[src/design/pss_pkg.sv]
// shared constants, tables and helpers for the scale-mapped sine synthesizer
`default_nettype none

package pss_pkg;

	// parameter defaults for the top level
	localparam int unsigned NUM_KEYS_DEF    = 40;
	localparam int unsigned SAMPLE_RATE_DEF = 48000;
	localparam int unsigned PHASE_BITS_DEF  = 24;
	localparam int unsigned SINE_DEPTH_DEF  = 1024;

	// fixed field widths
	localparam int unsigned KEY_MASK_W = 40;
	localparam int unsigned SAMPLE_W   = 16;
	localparam int unsigned COUNT_W    = 16;

	// shared multiplier
	localparam int unsigned MUL_W  = 32;
	localparam int unsigned PROD_W = 2 * MUL_W;

	// turn position: two quadrant bits over a 16-bit quadrant fraction
	localparam int unsigned TURN_BITS   = 18;
	localparam int unsigned RECIP_SHIFT = 17;

	// pitch constants
	localparam int unsigned SEMIS     = 12;
	localparam int unsigned FREQ_W    = 26;
	localparam int unsigned FREQ_FRAC = 16;
	localparam int unsigned OCT_TOP   = 4;

	// configuration register indexes
	typedef enum logic [1:0] {
		REG_TONIC = 2'd0,
		REG_SCALE = 2'd1,
		REG_GAIN  = 2'd2
	} cfg_reg_t;

	// 440 * 2^(s/12) Hz in Q10.16, one entry per semitone step
	localparam logic [FREQ_W-1:0] BASE_FREQ_Q16 [SEMIS] = '{
		26'd28835840, 26'd30550508, 26'd32367136, 26'd34291786,
		26'd36330882, 26'd38491228, 26'd40780036, 26'd43204943,
		26'd45774043, 26'd48495909, 26'd51379626, 26'd54434817
	};

	// odd Taylor coefficients of sin(pi/2 x), Q30
	localparam logic [MUL_W-1:0] SIN_C1 = 32'd1686629713;
	localparam logic [MUL_W-1:0] SIN_C3 = 32'd693598669;
	localparam logic [MUL_W-1:0] SIN_C5 = 32'd85569306;
	localparam logic [MUL_W-1:0] SIN_C7 = 32'd5026995;

	localparam logic [14:0] Q15_MAX = 15'h7fff;

	// semitone of a scale degree 0..6, major or natural minor
	function automatic logic [3:0] scale_step(input logic minor, input logic [2:0] deg);
		logic [3:0] st;
		case (deg)
			3'd0:    st = 4'd0;
			3'd1:    st = 4'd2;
			3'd2:    st = minor ? 4'd3 : 4'd4;
			3'd3:    st = 4'd5;
			3'd4:    st = 4'd7;
			3'd5:    st = minor ? 4'd8 : 4'd9;
			3'd6:    st = minor ? 4'd10 : 4'd11;
			default: st = 4'd0;
		endcase
		return st;
	endfunction

endpackage

`default_nettype wire

[src/design/pss_mul.sv]
// shared unsigned multiplier with registered product
`default_nettype none

module pss_mul
	import pss_pkg::*;
(
	input  wire logic              clk,
	input  wire logic [MUL_W-1:0]  a,
	input  wire logic [MUL_W-1:0]  b,
	output logic      [PROD_W-1:0] prod
);

	// one product per cycle, operands come from registers
	always_ff @(posedge clk) begin
		prod <= PROD_W'(a) * PROD_W'(b);
	end

endmodule

`default_nettype wire

[src/design/polyphonic_scale_sine_synth_unit.sv]
// top level: key scan sequencer around one shared multiplier
// each held key takes ten products of the shared 32x32 multiplier
// one item at a time: the next beat is taken once the result sits in the output register
// reset: tonic 3, natural minor, gain 4269, sample counter 0, output empty
`default_nettype none

module polyphonic_scale_sine_synth_unit
	import pss_pkg::*;
#(
	parameter int unsigned NUM_KEYS         = NUM_KEYS_DEF,
	parameter int unsigned SAMPLE_RATE      = SAMPLE_RATE_DEF,
	parameter int unsigned PHASE_BITS       = PHASE_BITS_DEF,
	parameter int unsigned SINE_TABLE_DEPTH = SINE_DEPTH_DEF
) (
	input  wire logic                  clk,
	input  wire logic                  arst_n,
	input  wire logic                  s_tvalid,
	output logic                       s_tready,
	input  wire logic [KEY_MASK_W-1:0] s_tdata,   // [39:0] key_mask
	output logic                       m_tvalid,
	input  wire logic                  m_tready,
	output logic      [SAMPLE_W-1:0]   m_tdata,   // [15:0] sample
	input  wire logic                  cfg_valid,
	output logic                       cfg_ready,
	input  wire logic [1:0]            cfg_index,
	input  wire logic [15:0]           cfg_data
);

	localparam int unsigned KEY_SCAN = (NUM_KEYS < KEY_MASK_W) ? NUM_KEYS : KEY_MASK_W;
	localparam int unsigned ACC_W    = $clog2(KEY_SCAN) + 16;
	localparam int unsigned IDX_W    = $clog2(SINE_TABLE_DEPTH);
	localparam int unsigned REM_W    = IDX_W + TURN_BITS + 1;
	localparam int unsigned E_TOP    = PHASE_BITS - FREQ_FRAC + OCT_TOP;
	localparam int unsigned BINC_W   = FREQ_W + E_TOP;
	localparam logic [63:0] RECIP    =
		(64'd1 << (TURN_BITS + RECIP_SHIFT)) / 64'(SINE_TABLE_DEPTH);
	localparam int unsigned COLS     = 10;

	typedef enum logic [2:0] {
		S_IDLE,
		S_SCAN,
		S_MUL,
		S_POST,
		S_GAIN,
		S_FINAL
	} state_t;

	// names the product being formed in the multiplier
	typedef enum logic [3:0] {
		ST_PHASE,
		ST_INDEX,
		ST_RECIP,
		ST_CHECK,
		ST_SQUARE,
		ST_POLY1,
		ST_POLY2,
		ST_POLY3,
		ST_SIN,
		ST_SCALE,
		ST_GAIN
	} step_t;

	// configuration registers
	logic [3:0]  tonic_q;
	logic        scale_q;
	logic [15:0] gain_q;

	// sequencer state
	state_t                   state_q;
	step_t                    step_q;
	logic [KEY_SCAN-1:0]      mask_q;
	logic [3:0]               col_q;
	logic [1:0]               row_q;
	logic                     any_q;
	logic [COUNT_W-1:0]       count_q;
	logic signed [ACC_W-1:0]  acc_q;
	logic [IDX_W-1:0]         idx_q;
	logic [TURN_BITS-1:0]     qe_q;
	logic [1:0]               quad_q;
	logic [16:0]              x_q;
	logic [30:0]              x2_q;
	logic [MUL_W-1:0]         a_q;
	logic [MUL_W-1:0]         b_q;
	logic                     m_tvalid_q;
	logic [SAMPLE_W-1:0]      m_tdata_q;

	logic [PROD_W-1:0] prod;

	pss_mul u_mul (
		.clk  (clk),
		.a    (a_q),
		.b    (b_q),
		.prod (prod)
	);

	// config writes, always accepted
	assign cfg_ready = 1'b1;

	always_ff @(posedge clk or negedge arst_n) begin
		if (!arst_n) begin
			tonic_q <= 4'd3;
			scale_q <= 1'b1;
			gain_q  <= 16'd4269;
		end else if (cfg_valid && cfg_ready) begin
			unique case (cfg_index)
				REG_TONIC: tonic_q <= cfg_data[3:0];
				REG_SCALE: scale_q <= cfg_data[0];
				REG_GAIN:  gain_q  <= cfg_data;
				default: ;
			endcase
		end
	end

	// per-semitone phase increments at the top octave, worked out at elaboration
	logic [BINC_W-1:0] base_inc [SEMIS];

	for (genvar gi = 0; gi < SEMIS; gi++) begin : g_inc
		localparam logic [63:0] INC =
			(64'(BASE_FREQ_Q16[gi]) << E_TOP) / 64'(SAMPLE_RATE);
		assign base_inc[gi] = INC[BINC_W-1:0];
	end

	// key position to phase increment
	logic                  wrap;
	logic [2:0]            deg;
	logic [4:0]            semi;
	logic [1:0]            a_oct;
	logic [3:0]            st;
	logic [2:0]            shift_amt;
	logic [BINC_W-1:0]     inc_full;
	logic [PHASE_BITS-1:0] inc_v;

	always_comb begin
		wrap = (col_q >= 4'd7);
		deg  = wrap ? 3'(col_q - 4'd7) : col_q[2:0];
		semi = 5'(scale_step(scale_q, deg)) + 5'(tonic_q);
		if (semi >= 5'(2 * SEMIS)) begin
			a_oct = 2'd2;
			st    = 4'(semi - 5'(2 * SEMIS));
		end else if (semi >= 5'(SEMIS)) begin
			a_oct = 2'd1;
			st    = 4'(semi - 5'(SEMIS));
		end else begin
			a_oct = 2'd0;
			st    = semi[3:0];
		end
		// distance below the top octave
		shift_amt = 3'(4'(OCT_TOP - 1) + 4'(row_q) - 4'(wrap) - 4'(a_oct));
		inc_full  = base_inc[st] >> shift_amt;
		inc_v     = inc_full[PHASE_BITS-1:0];
	end

	// post-processing of the product in flight
	logic [PHASE_BITS-1:0]   phase_v;
	logic [IDX_W-1:0]        idx_v;
	logic [TURN_BITS-1:0]    qe_v;
	logic [REM_W-1:0]        rem_v;
	logic [TURN_BITS-1:0]    turn_v;
	logic [16:0]             x_v;
	logic [MUL_W-1:0]        coef_v;
	logic [MUL_W-1:0]        t_v;
	logic [MUL_W-1:0]        r_v;
	logic [46:0]             s_sum;
	logic [16:0]             s_raw;
	logic [14:0]             s_mag;
	logic signed [ACC_W-1:0] s_val;
	logic [ACC_W-1:0]        acc_mag;
	logic [PROD_W-1:0]       g_sum;
	logic [48:0]             g_r;
	logic [SAMPLE_W-1:0]     sample_v;
	logic [KEY_SCAN-1:0]     mask_next;

	always_comb begin
		phase_v = prod[PHASE_BITS-1:0];
		idx_v   = prod[PHASE_BITS +: IDX_W];
		qe_v    = prod[RECIP_SHIFT +: TURN_BITS];
		// reciprocal estimate is at most one short
		rem_v   = REM_W'({idx_q, TURN_BITS'(0)}) - prod[REM_W-1:0];
		turn_v  = (rem_v >= REM_W'(SINE_TABLE_DEPTH)) ? qe_q + 1'b1 : qe_q;
		x_v     = turn_v[16] ? 17'h10000 - {1'b0, turn_v[15:0]} : {1'b0, turn_v[15:0]};
		// horner steps of the polynomial
		case (step_q)
			ST_POLY1: coef_v = SIN_C5;
			ST_POLY2: coef_v = SIN_C3;
			default:  coef_v = SIN_C1;
		endcase
		t_v     = coef_v - prod[61:30];
		r_v     = prod[47:16];
		// round to Q15, limit, sign by quadrant
		s_sum   = prod[46:0] + 47'(1 << 29);
		s_raw   = s_sum[46:30];
		s_mag   = (s_raw > 17'(Q15_MAX)) ? Q15_MAX : s_raw[14:0];
		s_val   = quad_q[1] ? -$signed(ACC_W'(s_mag)) : $signed(ACC_W'(s_mag));
		acc_mag = acc_q[ACC_W-1] ? ACC_W'(-acc_q) : ACC_W'(acc_q);
		// gain product rounded half away from zero and saturated
		g_sum   = prod + 64'd16384;
		g_r     = g_sum[63:15];
		if (!any_q) begin
			sample_v = '0;
		end else if (acc_q[ACC_W-1]) begin
			sample_v = (g_r > 49'd32768) ? 16'h8000 : 16'(-g_r);
		end else begin
			sample_v = (g_r > 49'd32767) ? 16'h7fff : g_r[15:0];
		end
		mask_next = mask_q >> 1;
	end

	logic final_fire;
	logic [KEY_SCAN-1:0] in_mask;

	assign in_mask    = s_tdata[KEY_SCAN-1:0];
	assign final_fire = (state_q == S_FINAL) && (!m_tvalid_q || m_tready);
	assign s_tready   = (state_q == S_IDLE);
	assign m_tvalid   = m_tvalid_q;
	assign m_tdata    = m_tdata_q;

	// sequencer, operand registers and output register
	always_ff @(posedge clk or negedge arst_n) begin
		if (!arst_n) begin
			state_q    <= S_IDLE;
			step_q     <= ST_PHASE;
			mask_q     <= '0;
			col_q      <= '0;
			row_q      <= '0;
			any_q      <= 1'b0;
			count_q    <= '0;
			acc_q      <= '0;
			idx_q      <= '0;
			qe_q       <= '0;
			quad_q     <= '0;
			x_q        <= '0;
			x2_q       <= '0;
			a_q        <= '0;
			b_q        <= '0;
			m_tvalid_q <= 1'b0;
			m_tdata_q  <= '0;
		end else begin
			// output beat handshake
			if (final_fire) begin
				m_tvalid_q <= 1'b1;
				m_tdata_q  <= sample_v;
			end else if (m_tready) begin
				m_tvalid_q <= 1'b0;
			end

			unique case (state_q)
				S_IDLE: begin
					if (s_tvalid) begin
						mask_q  <= in_mask;
						any_q   <= |in_mask;
						col_q   <= '0;
						row_q   <= '0;
						acc_q   <= '0;
						state_q <= (|in_mask) ? S_SCAN : S_FINAL;
					end
				end
				S_SCAN: begin
					if (mask_q[0]) begin
						a_q     <= MUL_W'(count_q);
						b_q     <= MUL_W'(inc_v);
						step_q  <= ST_PHASE;
						state_q <= S_MUL;
					end else begin
						mask_q <= mask_next;
						if (col_q == 4'(COLS - 1)) begin
							col_q <= '0;
							row_q <= row_q + 1'b1;
						end else begin
							col_q <= col_q + 1'b1;
						end
					end
				end
				S_MUL: begin
					state_q <= S_POST;
				end
				S_POST: begin
					state_q <= S_MUL;
					unique case (step_q)
						ST_PHASE: begin
							a_q    <= MUL_W'(phase_v);
							b_q    <= MUL_W'(SINE_TABLE_DEPTH);
							step_q <= ST_INDEX;
						end
						ST_INDEX: begin
							idx_q  <= idx_v;
							a_q    <= MUL_W'(idx_v);
							b_q    <= MUL_W'(RECIP);
							step_q <= ST_RECIP;
						end
						ST_RECIP: begin
							qe_q   <= qe_v;
							a_q    <= MUL_W'(qe_v);
							b_q    <= MUL_W'(SINE_TABLE_DEPTH);
							step_q <= ST_CHECK;
						end
						ST_CHECK: begin
							quad_q <= turn_v[17:16];
							x_q    <= x_v;
							a_q    <= MUL_W'(x_v);
							b_q    <= MUL_W'(x_v);
							step_q <= ST_SQUARE;
						end
						ST_SQUARE: begin
							x2_q   <= prod[32:2];
							a_q    <= MUL_W'(prod[32:2]);
							b_q    <= SIN_C7;
							step_q <= ST_POLY1;
						end
						ST_POLY1: begin
							a_q    <= MUL_W'(x2_q);
							b_q    <= t_v;
							step_q <= ST_POLY2;
						end
						ST_POLY2: begin
							a_q    <= MUL_W'(x2_q);
							b_q    <= t_v;
							step_q <= ST_POLY3;
						end
						ST_POLY3: begin
							a_q    <= MUL_W'(x_q);
							b_q    <= t_v;
							step_q <= ST_SIN;
						end
						ST_SIN: begin
							a_q    <= r_v;
							b_q    <= MUL_W'(Q15_MAX);
							step_q <= ST_SCALE;
						end
						ST_SCALE: begin
							acc_q  <= acc_q + s_val;
							mask_q <= mask_next;
							if (col_q == 4'(COLS - 1)) begin
								col_q <= '0;
								row_q <= row_q + 1'b1;
							end else begin
								col_q <= col_q + 1'b1;
							end
							state_q <= (mask_next == '0) ? S_GAIN : S_SCAN;
						end
						ST_GAIN: begin
							state_q <= S_FINAL;
						end
						default: begin
							state_q <= S_IDLE;
						end
					endcase
				end
				S_GAIN: begin
					a_q     <= MUL_W'(acc_mag);
					b_q     <= MUL_W'(gain_q);
					step_q  <= ST_GAIN;
					state_q <= S_MUL;
				end
				S_FINAL: begin
					if (final_fire) begin
						if (any_q) begin
							count_q <= (count_q == COUNT_W'(SAMPLE_RATE - 1)) ?
								'0 : count_q + 1'b1;
						end
						state_q <= S_IDLE;
					end
				end
				default: begin
					state_q <= S_IDLE;
				end
			endcase
		end
	end

	// sample counter never reaches the rate
	assert property (@(posedge clk) disable iff (!arst_n)
		count_q < COUNT_W'(SAMPLE_RATE))
		else $error("sample counter out of range");

	// time moves only with a result that had keys held
	assert property (@(posedge clk) disable iff (!arst_n)
		!$stable(count_q) |-> $past(final_fire && any_q))
		else $error("sample counter moved without a result");

	// scanning only while held keys remain
	assert property (@(posedge clk) disable iff (!arst_n)
		(state_q == S_SCAN) |-> (mask_q != '0))
		else $error("key scan with empty mask");

	// reciprocal quotient estimate within one of the true quotient
	assert property (@(posedge clk) disable iff (!arst_n)
		(state_q == S_POST && step_q == ST_CHECK) |->
			(rem_v < REM_W'(2 * SINE_TABLE_DEPTH)))
		else $error("turn position estimate off by more than one");

	// an accepted input beat keeps the block busy
	assert property (@(posedge clk) disable iff (!arst_n)
		(s_tvalid && s_tready) |=> (state_q != S_IDLE))
		else $error("idle right after an input beat");

endmodule

`default_nettype wire
[config.mk]
export PLATFORM = sky130hd
export DESIGN_NAME = polyphonic_scale_sine_synth_unit
export DESIGN_NICKNAME = d
export VERILOG_FILES = /design/src/design/pss_pkg.sv /design/src/design/pss_mul.sv /design/src/design/polyphonic_scale_sine_synth_unit.sv
export SDC_FILE = /design/constraint.sdc
export NUM_CORES = 2
export LEC_CHECK = 0
export BUFFER_PORTS_ARGS = -buffer_cell sky130_fd_sc_hd__buf_2
export CAP_MARGIN = 40
export CORE_MARGIN = 4
export CORE_UTILIZATION = 50
export CTS_CLUSTER_SIZE = 28
export DETAILED_ROUTE_END_ITERATION = 7
export GPL_TIMING_DRIVEN = 0
export PLACE_DENSITY = 0.66
export SKIP_LAST_GASP = 1
export SYNTH_ARGS = -nofsm -noshare
export SYNTH_HDL_FRONTEND = slang
export SYNTH_HIERARCHICAL = 1
export SYNTH_SLANG_ARGS = --single-unit
[constraint.sdc]
create_clock -name clk -period 14 [get_ports clk]
set_input_delay 0 -clock clk [delete_from_list [all_inputs] [get_ports clk]]
set_output_delay 0 -clock clk [all_outputs]
set_load 0.05 [all_outputs]
==> flow_metrics.py <==
metrics = {
    "die": {
        "dieWidth_um": 344.2,
        "core-area_um2": 112300,
        "die-area_um2": 118500,
        "num_rows": 123,
        "die_h_um": 344.2,
        "start_util": 0.5030,
        "io_pins": 82,
    },
    "placement": {
        "dp_cells": 8157,
        "place_congestion": 1.052,
        "io_buffers": 80,
        "place_hpwl_um": 180300,
    },
    "route": {
        "drt_iter0_markers": 5076,
        "routed_wl_um": 217200,
        "viasPerCell": 5.992,
        "vias": 49750,
        "drc": 5,
        "wl_per_cell_um": 26.16,
        "first_pass_iters": 8,
        "antenna_left": 0,
    },
    "clocking": {
        "clkLatencyLatePin_ps": 560,
        "numCtsBuffers": 37,
        "cts_max_level": 2,
        "cts_sinks": 335,
        "cts_root_buffer": "clkbuf_16",
        "cts_tree": "yes",
        "clk_pin_slew_ps": 70,
        "clock_path_buffers": 3,
        "cts-resized-gates": 0,
    },
    "grt": {
        "grt_use_met2": 0.5842,
        "grt_first_pass_wirelength_um": 325100,
        "grt_pass1_vias": 50410,
        "grt_max_degree": 109,
        "grt.overflow.total": 0,
        "track_usage": 0.3693,
        "busiest_layer": "met2",
        "met3_usage": 0.09198,
        "grt_util_met1": 0.4751,
        "antenna_found_initial": 7,
    },
    "critical_path": {
        "critPathMaxStageDelay_ps": 840,
        "crit_buf_inv": 6,
        "cp.required_ps": 14420,
        "critPathMaxFanout": 10,
        "crit_family": "adder cells",
        "endpoint_kind": "flip-flop",
        "critPathArrivalTime_ps": 9590,
        "path_class": "reg -> reg",
        "crit_slowest_cell": "nor4_2",
        "startpoint_type": "flip-flop",
        "crit_path_frequent_cell": "fa_1",
    },
    "layout": {
        "final_cells": 8302,
        "final_nets": 8074,
        "area_delta_synth_final_pct": 8.520,
        "utilization": 0.5458,
        "drive_gt1_frac": 0.05035,
        "final_common_cell": "inv_1",
        "multi_input_area_um2": 43030,
        "fillers": 10570,
        "seqCellArea_um2": 8074,
        "mostFrequentLayoutCells": "1037 x inv_1, 900 x fa_1, 806 x nand2_1",
    },
    "timing": {
        "post-route-period-util": 0.6547,
        "fmax_mhz": 109.1,
        "skew_ps": 30.42,
        "rsz0062_at_grt": "false",
        "max-slew-margin-rel": 0.3127,
        "drv_slew": 0,
        "tightestPinTransition_ps": 1031,
        "fin_crit_ps": 9165,
        "setup_viol": 0,
        "tns_ps": 0,
        "hold_viol_final": 0,
    },
    "run": {
        "maxCapViolCount": 0,
    },
    "worst_hold_path": {
        "hold_class": "in -> reg",
    },
    "synth": {
        "syn_nets": 7840,
        "synth_seq_area_share": 0.1429,
        "syn_area_um2": 56510,
        "ys_async_sr_fraction": 0.8090,
        "synth-edff-count": 0,
        "synth.ff_latch_count": 335,
        "yosys_warnings": 6,
        "synth_cells": 6531,
        "ys_types": 114,
        "syn_area_per_cell_um2": 8.652,
        "ys.flop_type": "dfrtp_1",
    },
    "status": {
        "outcome": "finished, violations left",
        "violations": "design-rule violations",
    },
}
==> flip-flops by register name (all words and copies together), names as in the netlist, 10 cells and up <==
signal      cells
a_q            32
acc_q          22
b_q            32
count_q        16
gain_q         16
idx_q          10
m_tdata        16
mask_q         40
qe_q           18
u_mul/prod     64
x2_q           31
x_q            17
==> kinds of logic after synthesis <==
logic type      Yosys count  synth area share
compound gates         1018            0.1216
xor+xnor                221           0.03425
fa+ha+maj              1246            0.3955
buf+inv                1428           0.09570
flops                   335            0.1429
mux                      86           0.01665
other cells               1        0.00006636
simple gates           2196            0.1933
==> timing repair <==
action,4_1_cts,5_1_grt
buffers inserted,0,0
setup endpoints to repair,0,0
hold endpoints to repair,225,0
hold buffers,67,0
==> metal layers <==
| layer | wire, µm | vias to the layer above | share of wire |
|---|---|---|---|
| li1 | - | 21430 | - |
| met1 | 82970 | 24870 | 0.38 |
| met2 | 97630 | 2792 | 0.45 |
| met3 | 23060 | 657 | 0.11 |
| met4 | 13520 | 2 | 0.062 |
| met5 | 13 | - | 0.000060 |
==> stage by stage <==
stage / setup WS [ps] / instance area [µm²] / hold slack (ps)
floorplan: 6743 / 56510 / -295.6
global placement: 4663 / 58790 / 235.5
detailed placement: 5081 / 59360 / -0.7822
CTS: 5011 / 61280 / 211.3
global route: 4551 / 61300 / 247.5
finish: 4835 / 61320 / 229.2
==> synthesized netlist by cell type (9+ instances only) <==
cell type	count	area [µm²]
dfstp_2	9	236.5
nand3_1	94	470.5
a21o_1	62	465.5
o2111ai_1	10	87.58
mux2_2	55	619.3
and3_1	46	287.8
a222oi_1	33	330.3
a41oi_1	9	78.83
a221oi_1	57	499.2
nor2b_1	28	175.2
xnor2_1	141	1235
and2_1	611	3822
xor2_1	80	700.7
nor2_1	304	1141
nor4_1	42	262.8
buf_1	14	52.55
dfxtp_1	64	1281
nand2_1	806	3025
clkbuf_1	348	1306
nand4_1	56	350.3
a21oi_1	236	1181
o21bai_1	24	180.2
a32o_1	12	120.1
mux2i_1	28	280.3
o21ai_0	238	1191
dfrtp_1	262	6556
buf_2	22	110.1
nor3_1	75	375.4
fa_1	900	18020
o21ai_1	15	75.07
a211oi_1	19	142.6
or2_2	16	100.1
o22ai_1	14	87.58
inv_1	1037	3892
a31oi_1	50	312.8
o31ai_1	30	225.2
a311oi_1	11	96.34
nand2b_1	44	275.3
o21a_1	10	75.07
a22oi_1	41	307.8
o211ai_1	19	142.6
or3_1	18	112.6
ha_1	346	4329
==> worst register-to-register path, stage by stage, from the launching register on <==
cell      delay (ps)
dfrtp_1          720
clkbuf_1         730
and2_1           270
fa_1             460
fa_1             520
inv_1             50
fa_1             490
fa_1             510
inv_1             50
fa_1             550
fa_1             560
fa_1             570
inv_1             60
fa_1             530
inv_1             40
ha_1             260
buf_2            170
nand2_1          140
nor2_1           350
nand3_1          170
nor4_2           840
a31oi_1          200
or2_0            250
o311ai_0         180
a31oi_1          190
xnor2_1          170
==> final timing paths <==
| check | start | to | slack (ps) | cells after the start |
|---|---|---|---|---|
| max | b_q[15]$_DFFE_PN0P_ | u_mul/prod[61]$_DFF_P_ | 4830 | 25 |
| min | cfg_data[6] | gain_q[6]$_DFFE_PN0P_ | 230 | 3 |
| max reg2reg | b_q[15]$_DFFE_PN0P_ | u_mul/prod[61]$_DFF_P_ | 4830 | 25 |
| min reg2reg | m_tdata[0]$_DFFE_PN0P_ | m_tdata[0]$_DFFE_PN0P_ | 480 | 2 |
| max in group asynchronous | arst_n | qe_q[9]$_DFFE_PN0P_ | 11960 | 5 |
| min in group asynchronous | arst_n | mask_q[23]$_DFFE_PN0P_ | 520 | 3 |
==> layout make-up <==
cell class	count	share of cell area
Tap cell	1500	0.03061
Clock inverter	14	0.002734
Sequential cell	335	0.1317
Inverter	1039	0.06360
Antenna cell	10	0.0004081
Timing Repair Buffer	195	0.02718
Clock buffer	52	0.01751
Multi-Input combinational cell	4768	0.7017
Buffer	389	0.02459
Power is not shown: default switching activity piles up to over one toggle a cycle in this logic, so the estimate is an artifact.
